**src/hw/rtl/khs_pkg.sv**
```systemverilog
// shared types, request codes and helpers of the key history stack
package khs_pkg;

    localparam int KEY_W   = 64;
    localparam int REQ_W   = 3;
    localparam int RES_W   = 8;
    localparam int CHUNK_W = 16;
    localparam int CHUNK_CNT_W = $clog2(CHUNK_W + 1);

    localparam logic [REQ_W-1:0] REQ_PUSH      = 3'd0;
    localparam logic [REQ_W-1:0] REQ_POP       = 3'd1;
    localparam logic [REQ_W-1:0] REQ_COUNT     = 3'd2;
    localparam logic [REQ_W-1:0] REQ_COUNT_TOP = 3'd3;
    localparam logic [REQ_W-1:0] REQ_CLEAR     = 3'd4;

    // shift control broadcast to every cell of the chain
    typedef struct packed {
        logic shift_in;   // push: take the newer neighbor's key
        logic shift_out;  // pop: take the older neighbor's key
    } t_cell_ctl;

    function automatic logic [CHUNK_CNT_W-1:0] popcount_chunk(input logic [CHUNK_W-1:0] bits);
        logic [CHUNK_CNT_W-1:0] sum;
        sum = '0;
        for (int i = 0; i < CHUNK_W; i++) begin
            sum = sum + CHUNK_CNT_W'(bits[i]);
        end
        return sum;
    endfunction

endpackage

```
**src/hw/rtl/khs_cell.sv**
```systemverilog
// one stack slot: key register, neighbor shift and registered match flag
module khs_cell #(
    parameter int DEPTH = 128,
    parameter int IDX   = 0
) (
    input  logic                       i_clk,
    input  khs_pkg::t_cell_ctl         i_ctl,
    input  logic [khs_pkg::KEY_W-1:0]  i_newer_key,
    input  logic [khs_pkg::KEY_W-1:0]  i_older_key,
    input  logic [khs_pkg::KEY_W-1:0]  i_cmp_key,
    input  logic [$clog2(DEPTH+1)-1:0] i_fill,
    output logic [khs_pkg::KEY_W-1:0]  o_key,
    output logic                       o_match
);
    import khs_pkg::*;

    localparam int FW = $clog2(DEPTH + 1);

    logic [KEY_W-1:0] r_key;
    logic [KEY_W-1:0] n_key;
    logic             r_match;
    logic             n_match;

    always_comb begin
        n_key = r_key;
        if (i_ctl.shift_in) begin
            n_key = i_newer_key;
        end else if (i_ctl.shift_out) begin
            n_key = i_older_key;
        end
    end

    // only slots below the fill level hold live entries
    assign n_match = (r_key == i_cmp_key) && (i_fill > FW'(IDX));

    always_ff @(posedge i_clk) begin
        r_key   <= n_key;
        r_match <= n_match;
    end

    assign o_key   = r_key;
    assign o_match = r_match;

endmodule

```
**config.mk**
```make
export PLATFORM = sky130hd
export DESIGN_NAME = khs_cell
export DESIGN_NICKNAME = d
export VERILOG_FILES = /design/src/hw/rtl/khs_pkg.sv /design/src/hw/rtl/khs_cell.sv
export SDC_FILE = /design/constraint.sdc
export NUM_CORES = 1
export LEC_CHECK = 0
export BUFFER_PORTS_ARGS = -buffer_cell sky130_fd_sc_hd__buf_2
export CORE_MARGIN = 8
export CORE_UTILIZATION = 35
export DETAILED_ROUTE_END_ITERATION = 10
export GPL_TIMING_DRIVEN = 1
export PLACE_DENSITY = 0.71
export SYNTH_ARGS = -nofsm -noshare
export SYNTH_HDL_FRONTEND = slang
export SYNTH_SLANG_ARGS = --single-unit
```
**constraint.sdc**
```tcl
create_clock -name i_clk -period 5.5 [get_ports i_clk]
set_clock_uncertainty 0.2 [all_clocks]
set_input_delay 1.1 -clock i_clk [delete_from_list [all_inputs] [get_ports i_clk]]
set_output_delay 1.1 -clock i_clk [all_outputs]
set_load 0.1 [all_outputs]
```
# Word-level counts from Yosys, hierarchy flattened
# Cells that the tools add are included.
dict set report totals {
  register_bits 65
  inputBits 203
  output_inout_bits 65
  word_cells 8
}
dict set report classes {
  n_lt_le_gt_ge 1
  eq_ne 1
  n_mux 2
  n_reduce_logical 2
}
# operator n
set ops {}
lappend ops {{64-bit two-way mux} 2}
lappend ops {{64-bit == test} 1}
lappend ops {{8-bit by 1-bit > comparator with 1-bit output (second input constant)} 1}
lappend ops {{2-bit nonzero test} 1}
lappend ops {{1-bit logical AND} 1}

# Longest topological paths before layout
# Gate-level depths: netlist of run 1.
dict set report logic_depth {
  depth_word 2
  ltp_mapped 5
  depth_no_buf 5
}

# Least setup slack after synthesis of run 1
# OpenSTA, ideal clock, no wires.
dict set report synth_timing {
  kind {input to register}
  startpoint {input port i_ctl[1] in the netlist's numbering}
  endpoint {register r_key[0] (netlist: o_key[0]), enable pin}
  setup_ns 0.394
  arrival_time_ns 2.357
  required_ns 4.906
  setup_slack_ns 2.549
  stages 3
  cell_sequence {buf_2 > buf_2 > or2_2}
}
dict set report synth_via {
  elab_chain_len 1
}
# element line
set synth_lines {}
lappend synth_lines {{from (decl)} khs_cell.sv:7} ;# input khs_pkg::t_cell_ctl i_ctl,
lappend synth_lines {{2-bit nonzero test (no source line)} -}
lappend synth_lines {{to (signal assigned)} khs_cell.sv:37} ;# r_key <= n_key;
lappend synth_lines {{to (decl)} khs_cell.sv:19} ;# logic [KEY_W-1:0] r_key;
# Every way passes these cells.
# A chain may end at the register's enable or synchronous reset.

# Worst setup path after layout of run 1
dict set report layout_timing {
  startpoint {input port i_ctl[1] in the netlist's numbering}
  endpoint {register r_key[53] (netlist: o_key[53]), enable pin}
}
# Same word-level chain as after synthesis.

==> out/qor.txt, run 1 <==
post-route setup TNS -> 0 ns
PostCTS Resize Cnt -> 0
max incr delay on CP -> 0.60 ns
WHS -> 0.398 ns
most common cell after layout, fill and taps aside -> buf_2
Gate Count Post-Synth -> 226
CTS tree -> built
Crit. path cell count -> 3
clock share of power -> 0.202
hold buffers post-CTS -> 0
initial core utilization -> 0.356
global-route wire length before repair -> 16600 um
Max clock buf depth -> 2
placed cell area -> 4910 um^2
Die X -> 115 um
critical path endpoint category -> register
Initial DRC Count -> 78
sequential area share after synthesis -> 0.566
crit start category -> input port
# port buffers -> 267
row cnt -> 36
Reg clk slew, reported paths -> 0.07 ns
Die ar. -> 13200 um^2
Clock Latency Late Sink -> 0.33 ns
fmax -> 394 MHz
area of the mapped netlist -> 3430 um^2
# fillers -> 892
io pins -> 268
Via Count -> 2849
worst slack at placement -> 2.57 ns
total iterations of the first detailed-routing run -> 3
P_sw -> 0.695 mW
Max Cap Viol -> 0
Layout Nets -> 702
P_leak -> 2.23 nW
worst path required time -> 5.28 ns
CTS buffer count -> 9
Crit Path Class -> input port to register
Yosys cell types -> 15
commonest cells after routing, fill and taps aside -> buf_2, mux2_2, edfxtp_1
minimum clock period -> 2.54 ns
Worst EP arrival -> 2.32 ns
Core ar. -> 9640 um^2
Slowest cell on crit path -> or2_2
clk root buf -> clkbuf_8
maximum vdd drop -> 0.169 mV
Largest delay share family, worst path -> buffers and inverters
Worst Hold Path Cells -> 3
Flop pwr share -> 0.397
cell area after layout -> 5070 um^2
Post-CTS Repair Setup Buffers -> 0
Final HPWL DP -> 9250 um
switching power share of the total -> 0.426
Buf+Inv Stages, Crit Path -> 2
Final GP Congestion -> 0.971
# H-tree levels -> 3
Inserted Diodes -> 0
Worst R2R Path Depth -> 5
WL per Instance -> 17.2 um
grt total ovfl -> 0
total wire length -> 10900 um
Slew Viols, Final -> 0
final hold violation count -> 0
RSZ-0062 raised after global routing -> false
Max FO, Critical Path -> 33
status -> finished, final reports clean
logic gate share of total power -> 0.400
max_slew headroom -> 0.453
final-report setup violation count -> 0
Overall Power -> 1.63 mW
Layout area overhead -> 47.8%
post-synthesis net count -> 429
PwrDens -> 322 nW/um^2
antenna-violating nets left -> 0
DIE HEIGHT -> 115 um
Hold Path Class -> register to register
YS warnings -> 0
initial antenna violation count -> 0
share of cells above drive strength 1 -> 0.692
DR vias/cell -> 4.47
pin count of the biggest net entering global routing -> 65
Total GRT Usage -> 0.161
crit share post-route -> 0.462
CP Cell Sequence -> buf_2 -> or2_2 -> buf_4
worst slew pin tran -> 0.820 ns
number of global-route vias before repair -> 3351
Int Power -> 0.936 mW
post-synthesis average cell area -> 15.2 um^2
post-route setup slack -> 2.96 ns
drt drc -> 0
Synth Register Bits -> 65
Sink Count -> 65
per-stage QoR:
stage	utilization	cells
after floorplan	-	226
after global placement	0.510	621
after detailed placement	0.510	621
after CTS	0.526	637
after global routing	0.526	637
final	0.526	637
worst paths after layout:
kind / start / end / slack (ns)
worst min-delay path: o_key[49] / o_match / 0.40
worst max-delay path: i_ctl[1] / o_key[53] / 2.96
worst max register to register: o_key[43] / o_match / 3.61
worst min register to register: o_key[49] / o_match / 0.40
final cells by class:
class                           instances  area, um^2  share of cell area
Sequential cell                        65        1940               0.383
Multi-Input combinational cell        154        1450               0.287
Timing Repair Buffer                  269        1350               0.267
Tap cell                              133         166              0.0328
Clock buffer                           12         135              0.0267
Clock inverter                          4        20.0             0.00395
per-layer routing:
| layer | GRT usage | share of wire | wire, um |
|---|---|---|---|
| met1 | 0.159 | 0.35 | 3870 |
| met4 | 0.0604 | 0.018 | 195 |
| met3 | 0.0735 | 0.12 | 1360 |
| met2 | 0.290 | 0.50 | 5520 |
| met5 | 0 | 0 | 0 |
power by group through the flow:
| stage | logic [mW] | registers (mW) | clock network (mW) |
|---|---|---|---|
| 6_report | 0.653 | 0.648 | 0.330 |
| 5_1_grt | 0.680 | 0.655 | 0.364 |
| 4_1_cts | 0.659 | 0.649 | 0.348 |
| 3_5_place_dp | 0.657 | 0.659 | 0 |
| 3_3_place_gp | 0.652 | 0.658 | 0 |
| 2_1_floorplan | 0.118 | 1.04 | 0 |
state kept, by name, indices dropped and copies added (netlist names):
register / count
o_key: 64
o_match: 1
worst min-delay path: stages (launching register included):
cell      delay [ns]
edfxtp_1        0.36
xnor2_1         0.07
nand4_1         0.08
nor4_2          0.05
logic make-up (layout without fill, tap and decap cells):
group                     Yosys count  after routing  share of synthesized area
buffers and inverters               7            285                    0.00985
muxes                              64             64                      0.210
DFF                                65             65                      0.566
xor gates and xnor gates           64             64                      0.164
AOI/OAI and AO/OA                   1              1                    0.00219
and+or+nand+nor                    25             25                     0.0478
synth_stat cells:
master / number / area, um^2
edfxtp_1: 64 / 1920
mux2_2: 64 / 721
xnor2_1: 52 / 455
nand4_1: 14 / 87.6
xor2_1: 12 / 105
buf_2: 6 / 30.0
nor4_1: 5 / 31.3
nor4_2: 2 / 25.0
a211oi_1: 1 / 7.51
clkbuf_1: 1 / 3.75
dfxtp_1: 1 / 20.0
nand3_1: 1 / 5.00
nor2_1: 1 / 3.75
nor3_1: 1 / 5.00
or2_2: 1 / 6.26
Note: power is estimated with default switching activity, not from simulation.
==> run 2, diff against run 1 <==
Clock period 5.5 ns to 2.6 ns, I/O delays scaled along.
==> run 2 against run 1 <==
Net effect: clock power grew 140%; combinational power grew 110%; sequential power grew 110%; die area is the same; sequential share of layout area shrank 0.40 points; critical endpoint is now o_match; cell count grew 0.16%; final area grew 1.1%; global-route usage shrank 0.091 points.
==> out/qor.txt, run 2 (synthesis results as in run 1) <==
status -> finished, final reports clean
antenna-violating nets left -> 0
crit start category -> register
max_slew headroom -> 0.655
P_sw -> 1.48 mW
crit share post-route -> 0.746
max incr delay on CP -> 0.50 ns
Final GP Congestion -> 0.993
# port buffers -> 267
Overall Power -> 3.55 mW
share of cells above drive strength 1 -> 0.695
worst slew pin tran -> 0.513 ns
PwrDens -> 693 nW/um^2
Final Core Density -> 0.531
Max FO, Critical Path -> 2
Via Count -> 2877
CP Cell Sequence -> xnor2_1 -> nand4_1 -> nor4_1 -> nand3_1 -> nor4_2
Int Power -> 2.07 mW
WHS -> 0.288 ns
total wire length -> 11100 um
WL per Instance -> 17.4 um
Clock Latency Late Sink -> 0.33 ns
io pins -> 268
Inserted Diodes -> 0
row cnt -> 36
clk root buf -> clkbuf_8
Die ar. -> 13200 um^2
most common cell after layout, fill and taps aside -> buf_2
Total GRT Usage -> 0.161
DIE HEIGHT -> 115 um
grt total ovfl -> 0
initial antenna violation count -> 0
PostCTS Resize Cnt -> 0
hold buffers post-CTS -> 0
Hold Path Class -> input port to register
critical path endpoint category -> register
clock share of power -> 0.222
Core ar. -> 9640 um^2
CTS tree -> built
Worst EP arrival -> 1.99 ns
RSZ-0062 raised after global routing -> false
commonest cells after routing, fill and taps aside -> buf_2, mux2_2, edfxtp_1
maximum vdd drop -> 0.377 mV
Flop pwr share -> 0.386
drt drc -> 0
pin count of the biggest net entering global routing -> 38
DP Cell Count -> 624
post-route setup TNS -> 0 ns
Max clock buf depth -> 2
Slowest cell on crit path -> nor4_1
logic gate share of total power -> 0.392
DR vias/cell -> 4.51
initial core utilization -> 0.356
Reg clk slew, reported paths -> 0.07 ns
Post-CTS Repair Setup Buffers -> 0
worst path required time -> 2.65 ns
P_leak -> 2.25 nW
switching power share of the total -> 0.417
fin cells -> 638
CTS buffer count -> 9
Layout Nets -> 705
Sink Count -> 65
max reg flops -> 64
number of global-route vias before repair -> 3384
Final HPWL DP -> 9440 um
minimum clock period -> 1.94 ns
Layout area overhead -> 49.4%
Crit Path Class -> register to register
global-route wire length before repair -> 16200 um
# H-tree levels -> 3
final hold violation count -> 0
Slew Viols, Final -> 0
Initial DRC Count -> 85
Max Cap Viol -> 0
final-report setup violation count -> 0
fmax -> 515 MHz
total iterations of the first detailed-routing run -> 4
Die X -> 115 um
==> run 2: changes by cell type in the layout (fill, tap and decap cells not counted) <==
cell	before	now
buf_12	0	1
buf_4	2	4
bufinv_16	0	1
clkbuf_1	3	1
clkinv_1	0	1
clkinv_2	4	1
clkinvlp_4	0	1
==> run 2: final cells by class <==
type                            instances  area [um^2]
Sequential cell                        65         1940
Multi-Input combinational cell        154         1450
Clock inverter                          4         46.3
Fill cell                             892         4520
Timing Repair Buffer                  272         1390
Clock buffer                           10          128
Tap cell                              133          166
==> run 2: critical path: cells and delay by family (launching register included) <==
kind	cells	cell delay, ns
and+or+nand+nor	4	1.07
DFF	1	0.42
xor gates and xnor gates	1	0.17
==> run 2: through the flow <==
step                      setup WS [ns]  area [um^2]
final                             0.659         5120
after global routing              0.504         5120
after CTS                         0.549         5120
after detailed placement          0.331         4950
after global placement            0.362         4950
after floorplan                   0.229         3430
==> run 2: final timing paths <==
kind,from,endpoint,slack [ns],cells after the start
hold reg to reg,o_key[4],o_match,0.43,3
setup reg to reg,o_key[21],o_match,0.66,5
hold / removal,i_older_key[36],o_key[36],0.29,2
setup / recovery,o_key[21],o_match,0.66,5
==> run 2: metal layers <==
metal  track usage  vias to the layer above  wire (um)
met5             0                        -          0
met4        0.0648                        0        258
met3        0.0767                       20       1380
met2         0.292                      166       5550
met1         0.152                     1290       3920
li1              -                     1401          -
==> run 2: power groups by stage <==
stage | Combinational, mW | Sequential [mW] | Clock, mW
6_report | 1.39 | 1.37 | 0.790
5_1_grt | 1.44 | 1.38 | 0.862
4_1_cts | 1.40 | 1.37 | 0.821
3_5_place_dp | 1.40 | 1.39 | 0
3_3_place_gp | 1.38 | 1.39 | 0
2_1_floorplan | 0.250 | 2.20 | 0
