===== src/hw/rtl/khs_pkg.sv =====
// shared types, request codes and helpers of the key history stack
package khs_pkg;

    localparam int KEY_W   = 64;
    localparam int REQ_W   = 3;
    localparam int RES_W   = 8;
    localparam int CHUNK_W = 16;
    localparam int CHUNK_CNT_W = $clog2(CHUNK_W + 1);

    localparam logic [REQ_W-1:0] REQ_PUSH      = 3'd0;
    localparam logic [REQ_W-1:0] REQ_POP       = 3'd1;
    localparam logic [REQ_W-1:0] REQ_COUNT     = 3'd2;
    localparam logic [REQ_W-1:0] REQ_COUNT_TOP = 3'd3;
    localparam logic [REQ_W-1:0] REQ_CLEAR     = 3'd4;

    // shift control broadcast to every cell of the chain
    typedef struct packed {
        logic shift_in;   // push: take the newer neighbor's key
        logic shift_out;  // pop: take the older neighbor's key
    } t_cell_ctl;

    function automatic logic [CHUNK_CNT_W-1:0] popcount_chunk(input logic [CHUNK_W-1:0] bits);
        logic [CHUNK_CNT_W-1:0] sum;
        sum = '0;
        for (int i = 0; i < CHUNK_W; i++) begin
            sum = sum + CHUNK_CNT_W'(bits[i]);
        end
        return sum;
    endfunction

endpackage


===== src/hw/rtl/khs_popcnt.sv =====
// chunked population count over the cells' match flags
module khs_popcnt #(
    parameter int DEPTH = 128
) (
    input  logic                       i_clk,
    input  logic                       i_rst_n,
    input  logic                       i_start,
    input  logic [((DEPTH + khs_pkg::CHUNK_W - 1) / khs_pkg::CHUNK_W) * khs_pkg::CHUNK_W - 1:0]
                                       i_bits,
    output logic                       o_done,
    output logic [$clog2(DEPTH+1)-1:0] o_count
);
    import khs_pkg::*;

    localparam int NCHUNK = (DEPTH + CHUNK_W - 1) / CHUNK_W;
    localparam int IW     = (NCHUNK > 1) ? $clog2(NCHUNK) : 1;
    localparam int CW     = $clog2(DEPTH + 1);

    logic          r_busy;
    logic          r_done;
    logic [IW-1:0] r_idx;
    logic [CW-1:0] r_acc;
    logic [CHUNK_W-1:0] w_chunk;
    logic          w_last;

    assign w_chunk = i_bits[r_idx * CHUNK_W +: CHUNK_W];
    assign w_last  = (r_idx == IW'(NCHUNK - 1));

    always_ff @(posedge i_clk) begin
        if (!i_rst_n) begin
            r_busy <= 1'b0;
            r_done <= 1'b0;
        end else begin
            r_done <= 1'b0;
            if (i_start) begin
                r_busy <= 1'b1;
            end else if (r_busy && w_last) begin
                r_busy <= 1'b0;
                r_done <= 1'b1;
            end
        end
    end

    always_ff @(posedge i_clk) begin
        if (i_start) begin
            r_idx <= '0;
            r_acc <= '0;
        end else if (r_busy) begin
            r_idx <= r_idx + IW'(1);
            r_acc <= r_acc + CW'(popcount_chunk(w_chunk));
        end
    end

    assign o_done  = r_done;
    assign o_count = r_acc;

endmodule


===== config.mk =====
export PLATFORM = sky130hd
export DESIGN_NAME = khs_popcnt
export DESIGN_NICKNAME = d
export VERILOG_FILES = /design/src/hw/rtl/khs_pkg.sv /design/src/hw/rtl/khs_popcnt.sv
export SDC_FILE = /design/constraint.sdc
export NUM_CORES = 1
export LEC_CHECK = 0
export ABC_AREA = 0
export BUFFER_PORTS_ARGS = -buffer_cell sky130_fd_sc_hd__buf_2
export CAP_MARGIN = 20
export CORE_ASPECT_RATIO = 0.7
export CORE_MARGIN = 5
export CORE_UTILIZATION = 42
export DETAILED_ROUTE_END_ITERATION = 6
export PLACE_DENSITY = 0.92
export SYNTH_ARGS = -nofsm -noshare
export SYNTH_HDL_FRONTEND = slang
export SYNTH_SLANG_ARGS = --single-unit

===== constraint.sdc =====
create_clock -name i_clk -period 5.6 [get_ports i_clk]
set_clock_uncertainty 0.1 [all_clocks]
set_input_delay 0.56 -clock i_clk [delete_from_list [all_inputs] [get_ports i_clk]]
set_output_delay 0.56 -clock i_clk [all_outputs]
set_load 0.05 [all_outputs]

[Word level (Yosys, flattened, before mapping)]
Index checks and enable logic that the tools add are counted.
Word-level totals
  bits in registers: 13
  input port bits: 131
  output and inout bits: 9
  logic and storage cells: 30
Operators by class
  add/sub/neg operators: 17
  equality and inequality tests: 1
  shifts and indexed selects: 1
  mux-type cells: 3
  bitwise operators: 1
  reduce and logical (&&, ||, !) cells: 3
Operators with widths (count)
  128-bit by 8-bit indexed part select with 16-bit output: 1
  5-bit by 1-bit adder with 5-bit output: 11
  8-bit by 5-bit adder with 8-bit output: 1
  4-bit by 1-bit adder with 5-bit output: 1
  3-bit by 1-bit adder with 4-bit output: 1
  2-bit by 1-bit adder with 3-bit output: 1
  3-bit by 1-bit adder with 3-bit output (second input constant): 1
  3-bit == test (second input constant): 1
  1-bit two-way mux: 3
  1-bit by 1-bit adder with 2-bit output: 1
  2-bit nonzero test: 1
  2-bit OR reduction: 1
  1-bit logical AND: 1
  1-bit NOT: 1

[Depth between registers and ports, before layout]
Gate-level depths: netlist (run 1).
  depth after elaboration: 17
  mapped depth: 18
  gate-level depth less buffers: 16

[Worst setup path before layout (run 1)]
OpenSTA, ideal clock, no wires.
  path kind: register to register
  start point: register r_idx[0]
  end point: register r_acc[4], in the netlist o_count[4]
  setup time: 122 ps
  arrival time: 4711 ps
  slack: 667 ps
  stages on the path, launching flop included: 17
  path buffers: 2
  period minus slack after synthesis: 4933 ps
  cell sequence: dfxtp_1 -> buf_6 -> buf_2 -> mux4_2 -> mux2i_1 -> fa_1 -> fa_1 -> fa_1 -> fa_1 -> inv_1 -> fa_1 -> inv_1 -> fa_1 -> nand2b_1 -> a21oi_1 -> nor2_1 -> a221o_1
On the way
  longest elaborated chain between the ends: 17
RTL lines
  start, declared: RTL line khs_popcnt.sv:21  | logic [IW-1:0] r_idx;
  start signal, assigned: RTL line khs_popcnt.sv:49  | r_idx <= r_idx + IW'(1);
  128-bit by 8-bit indexed part select with 16-bit output (*): RTL line khs_popcnt.sv:26  | assign w_chunk = i_bits[r_idx * CHUNK_W +: CHUNK_W];
  1-bit by 1-bit adder with 2-bit output: RTL line khs_pkg.sv:26  | sum = sum + CHUNK_CNT_W'(bits[i]);
  2-bit by 1-bit adder with 3-bit output: RTL line khs_pkg.sv:26
  3-bit by 1-bit adder with 4-bit output: RTL line khs_pkg.sv:26
  4-bit by 1-bit adder with 5-bit output: RTL line khs_pkg.sv:26
  5-bit by 1-bit adder with 5-bit output (10 in a row): RTL line khs_pkg.sv:26
  5-bit by 1-bit adder with 5-bit output (*): RTL line khs_pkg.sv:26
  8-bit by 5-bit adder with 8-bit output (*): RTL line khs_popcnt.sv:50  | r_acc <= r_acc + CW'(popcount_chunk(w_chunk));
  end signal, assigned: RTL line khs_popcnt.sv:50
  end, declared: RTL line khs_popcnt.sv:22  | logic [CW-1:0] r_acc;
Every way passes the cells marked *; elsewhere a longest branch is shown, timed or not.
A chain may end at the register's enable or synchronous reset.

[Worst setup path in the final report (run 1)]
Same ends and word-level chain as after synthesis.

==> flow_summary.json, run 1 <==
{
  "tritoncts": "built",
  "firstDrtPassIters": 5,
  "ant_nets": 0,
  "arrival_time_worst_endpoint_ns": 5.27,
  "cts_max_level": 1,
  "crit_path_cell_trace": "mux4_1 -> mux2i_1 -> fa_1 -> inv_1 -> fa_1 -> inv_1 -> fa_1 -> fa_1 -> inv_1 -> fa_1 -> inv_1 -> fa_1 -> nand2b_1 -> a21oi_1 -> nor2_1 -> a221o_1",
  "slowest_delay_ns": 0.71,
  "drc_errors": 0,
  "final_layout_size_suffix_gt1_share_pct": 57.6,
  "dpl_cell_area_mm2": 0.00273,
  "worst_hold_startpoint": "o_count[3]",
  "maxSlewViolCount": 0,
  "proportion_of_synthesized_flip_flops_having_asynchronous_set_or_reset_pct": 0,
  "final_area_mm2": 0.00277,
  "crit_start_category": "register",
  "grt_max_degree": 35,
  "path_delay_family": "adder cells",
  "syn_area_per_cell_um2": 11.8,
  "path_buf_inv": 4,
  "post_cts_hold_buffer_count": 0,
  "ys_top_cells_by_area": "mux4_2 (27%), dfxtp_1 (13%), fa_1 (12%), mux4_1 (11%), mux2i_1 (8.0%)",
  "floorplan.rows": 21,
  "synth.top_cell.area_share_pct": 27.0,
  "worstMarginPinSlew_ns": 0.765,
  "number_of_design_rule_violations_left_by_the_first_detailed_router_iteration": 128,
  "detailroute.via_count": 1982,
  "yosys.area.top_type": "mux4_2",
  "cts-root-to-sink-buffers": 2,
  "fp.coreArea_mm2": 0.00470,
  "synth_fp_nets": 322,
  "report.power.total_uw": 1030,
  "synth.ff_latch_count": 13,
  "count_of_cell_types_in_the_netlist": 30,
  "cts.repair_timing.setup_buffer_count": 0,
  "yosys_most_used_dff": "dfxtp_1",
  "post_synth_inst_count": 169,
  "wire_length_of_the_first_global_routing_pass_mm": 9.18,
  "numClockSinks": 13,
  "post-dp-hpwl_mm": 5.09,
  "critPathMaxFanout": 20,
  "chip_height_um": 67.7,
  "boundaryPins": 140,
  "antenna-diode-count": 0,
  "clkSlewWorstSetupHoldPaths_ns": 0.05,
  "floorplan.die.width_um": 92.5,
  "edff_count_synth": 0,
  "cap_violations": 0,
  "cp_data_required_time_ns": 5.63,
  "period_needed_ns": 5.24,
  "worst_path_max_delay_cell": "dfxtp_2",
  "timing.slew.headroom_pct": 48.9,
  "finalSetupViolCount": 0,
  "routed_wirelength_mm": 5.84,
  "fillerInstances": 371,
  "timing.final.crit_share_pct": 93.5,
  "netlist_area_mm2": 0.00200,
  "critPathKind": "reg2reg",
  "ys_seq_area_share_pct": 13.0,
  "grt_util_all_layers_pct": 18.5,
  "clock_tree_root": "clkbuf_8",
  "drt-vias-per-instance": 5.49,
  "rr_startpoint": "r_idx[0]",
  "placement.io_buffers": 139,
  "hp-class": "reg2reg",
  "design.die.area_mm2": 0.00627,
  "gpl.final_weighted_congestion": 0.773,
  "power_density_over_the_cells_mw_per_mm2": 371,
  "power.static_leakage_uw": 0.00133,
  "grt_setup_unrepaired": "no",
  "worstSetupStartpoint": "r_idx[0]",
  "cts_inserted_buffers": 3,
  "yosys_warnings": 0,
  "irDropWorstVdd_mv": 0.228,
  "via_count_of_the_first_global_routing_pass": 2023,
  "flow.area_growth_from_synthesis_pct": 38.5,
  "grt.overflow.total": 0,
  "max_freq_mhz": 191,
  "crit_path_end_kind": "register",
  "run_status": "finished, final reports clean",
  "timing.final.hold_violations": 0,
  "critical-path-top-cell-by-count": "fa_1",
  "grt_antenna_before_repair": 0,
  "initial_core_util_pct": 42.5,
  "post_cts_resized": 0,
  "clk_latency_ns": 0.24,
  "avgRoutedWirePerCell_um": 16.2,
  "layout.nets": 458,
  "fin_tns_setup_ns": 0
}
==> flip-flops by register name (all words and copies together) (netlist names) <==
| name | cells |
|---|---|
| r_idx | 3 |
| r_busy | 1 |
| o_done | 1 |
| o_count | 8 |
==> layout by cell type (no fill, tap or decap), types with 3 or more instances in the layout <==
cell / synthesis / final
buf_4: 0 / 4
o21ai_0: 7 / 7
nor2_1: 15 / 15
mux2_2: 4 / 4
mux4_1: 8 / 8
nand2_1: 4 / 4
mux4_2: 24 / 24
a21oi_1: 3 / 3
inv_1: 20 / 20
mux2i_1: 16 / 16
buf_2: 4 / 139
dfxtp_1: 13 / 12
nor2b_1: 4 / 4
ha_1: 10 / 10
fa_1: 12 / 12
clkbuf_8: 0 / 3
==> where the power goes <==
part | switching, uW | internal, uW
clock network | 34.8 | 50.3
registers | 20.9 | 107
logic | 449 | 366
total | 505 | 523
==> worst min-delay path, stage by stage (launching register included) <==
cell and delay [ns]:
dfxtp_1 0.34, nand2_1 0.06, o21ai_0 0.06
==> cells in the mapped netlist, types with 2 or more instances <==
library cell / n
a211oi_1: 2
a21oi_1: 3
buf_2: 4
clkbuf_1: 5
dfxtp_1: 13
fa_1: 12
ha_1: 10
inv_1: 20
mux2_2: 4
mux2i_1: 16
mux4_1: 8
mux4_2: 24
nand2_1: 4
nand2b_1: 2
nand4_1: 2
nor2_1: 15
nor2b_1: 4
o21a_1: 2
o21ai_0: 7
xnor2_1: 2
==> cell families after synthesis <==
| kind of cell | synth area share [%] |
|---|---|
| mux | 47.8 |
| buf+inv | 7.44 |
| simple gates | 7.32 |
| fa+ha+maj | 18.3 |
| compound gates | 5.32 |
| flops | 13.0 |
| xor+xnor | 0.876 |
==> area by class of cell <==
| class | count | area (um^2) | share of cell area (%) |
|---|---|---|---|
| repair buffers | 143 | 726 | 26.2 |
| inverters | 20 | 75.1 | 2.71 |
| well taps | 57 | 71.3 | 2.57 |
| clock buffers | 4 | 45.0 | 1.63 |
| flip-flops and latches | 13 | 262 | 9.44 |
| multi-input cells | 124 | 1590 | 57.5 |
==> worst paths after layout <==
check	cells after the start	slack, ns	to
setup / recovery	16	0.36	o_count[4]
hold / removal	2	0.41	o_count[3]
setup reg to reg	16	0.36	o_count[4]
hold reg to reg	2	0.41	o_count[3]
==> per-layer routing <==
layer	part of all wire [%]	vias up	track usage, %
li1	-	915	-
met2	51	105	32.0
met4	2.0	0	5.37
met3	8.6	14	2.67
met5	0	-	0
met1	39	948	24.5
==> through the flow <==
step                setup slack (ns)  instances  util [%]  hold slack (ns)
floorplan                      0.667        169         -            0.469
global placement               0.553        357      57.9            0.386
detailed placement             0.355        357      57.9            0.400
CTS                            0.333        361      58.9            0.407
global route                  0.0184        361      58.9            0.437
finish                         0.362        361      58.9            0.408
Power figures use the tool's default switching activity.
==> run 2: changes to the inputs <==
GPL_TIMING_DRIVEN = 0   (was unset)
==> flow_summary.json, run 2 (same netlist as run 1, synthesis figures left out) <==
{
  "grt_util_all_layers_pct": 19.5,
  "critPathMaxFanout": 10,
  "layout_commonest_cell": "buf_2",
  "fillerInstances": 405,
  "register_area_um2": 260,
  "layout_setup_ws_ns": 0.317,
  "grt_antenna_before_repair": 0,
  "clkSlewWorstSetupHoldPaths_ns": 0.05,
  "max_freq_mhz": 189,
  "initial_core_util_pct": 42.5,
  "drt-vias-per-instance": 5.50,
  "multi_input_comb_area_mm2": 0.00159,
  "gpl.final_weighted_congestion": 0.816,
  "number_of_design_rule_violations_left_by_the_first_detailed_router_iteration": 95,
  "drc_errors": 0,
  "crit_path_end_kind": "register",
  "clock_tree_root": "clkbuf_8",
  "placed_cells_incl_taps": 365,
  "hp-class": "reg2reg",
  "layout.nets": 466,
  "via_count_of_the_first_global_routing_pass": 2149,
  "power_density_over_the_cells_mw_per_mm2": 365,
  "critPathKind": "reg2reg",
  "irDropWorstVdd_mv": 0.188,
  "boundaryPins": 140,
  "grt.overflow.total": 0,
  "fin_tns_setup_ns": 0,
  "cts_inserted_buffers": 3,
  "place_ws_ns": 0.153,
  "tritoncts": "built",
  "run_status": "finished, final reports clean",
  "timing.final.crit_share_pct": 94.3,
  "final_layout_size_suffix_gt1_share_pct": 57.1,
  "cap_violations": 0,
  "period_needed_ns": 5.28,
  "timing.slew.headroom_pct": 52.2,
  "avgRoutedWirePerCell_um": 17.1,
  "finalNonFillerCells": 369,
  "ant_nets": 0,
  "post-dp-hpwl_mm": 5.58,
  "floorplan.die.width_um": 92.5,
  "fin_util_pct": 60.0,
  "clk_latency_ns": 0.24,
  "chip_height_um": 67.7,
  "flow.area_growth_from_synthesis_pct": 41.0,
  "antenna-diode-count": 0,
  "largest_reg_flops": 8,
  "wire_length_of_the_first_global_routing_pass_mm": 9.55,
  "firstDrtPassIters": 4,
  "grt_max_degree": 11,
  "final_cell_mix": "buf_2 (141), mux4_2 (24), inv_1 (20), mux2i_1 (16), nor2_1 (15)",
  "numClockSinks": 13,
  "placement.io_buffers": 139,
  "cts-root-to-sink-buffers": 2,
  "cts_max_level": 1,
  "post_cts_hold_buffer_count": 0,
  "maxSlewViolCount": 0,
  "detailroute.via_count": 2031,
  "design.die.area_mm2": 0.00627,
  "timing.final.hold_violations": 0,
  "arrival_time_worst_endpoint_ns": 5.31,
  "crit_start_category": "register",
  "power.static_leakage_uw": 0.00136,
  "grt_setup_unrepaired": "no",
  "fp.coreArea_mm2": 0.00470,
  "cp_data_required_time_ns": 5.63,
  "finalSetupViolCount": 0,
  "routed_wirelength_mm": 6.32,
  "floorplan.rows": 21,
  "worstMarginPinSlew_ns": 0.717,
  "cts.repair_timing.setup_buffer_count": 0
}
run 2: critical path, cell delays in order, from the launching register on:
cell and delay [ns]:
dfxtp_1 0.35, buf_6 0.15, clkbuf_4 0.28, mux4_2 0.52, mux2i_1 0.22, fa_1 0.49, fa_1 0.52, fa_1 0.52
fa_1 0.50, inv_1 0.12, fa_1 0.23, inv_1 0.08, fa_1 0.40, nand2b_1 0.18, a21oi_1 0.19, nor2_1 0.07
a221o_1 0.25
run 2: final cells by class:
type	instances	area share, %
multi-input combinational	124	56.4
tap	57	2.53
buffer	12	2.88
inverter	20	2.66
sequential	13	9.23
timing repair buffer	139	24.7
clock buffer	4	1.60
run 2: timing repair:
item	CTS	global route
setup endpoints to repair	0	4
resized for setup	0	6
hold endpoints to repair	0	0
run 2: path summary, 6_finish.rpt:
kind              start          to  slack (ns)  depth (start not counted)
max            r_idx[0]  o_count[4]        0.32                         16
min          o_count[6]  o_count[6]        0.41                          2
max reg2reg    r_idx[0]  o_count[4]        0.32                         16
min reg2reg  o_count[6]  o_count[6]        0.41                          2
run 2: metrics by stage:
step                cell area (um^2)  total power [uW]  hold WS (ns)
floorplan                       2000               726         0.469
global placement                2770               872         0.387
detailed placement              2770               923         0.389
CTS                             2810              1020         0.413
global route                    2820              1140         0.434
finish                          2820              1030         0.410
run 2: where the power goes:
group          switching [uW]  internal, uW
combinational             465           364
clock                    33.3          50.3
sequential               10.7           107
total                     509           521
run 2: layer usage:
layer | part of all wire, % | up-vias | global-route usage, %
met2 | 53 | 113 | 34.3
li1 | - | 932 | -
met4 | 1.3 | 0 | 4.44
met1 | 38 | 978 | 25.1
met3 | 8.1 | 8 | 4.01
met5 | 0 | - | 0
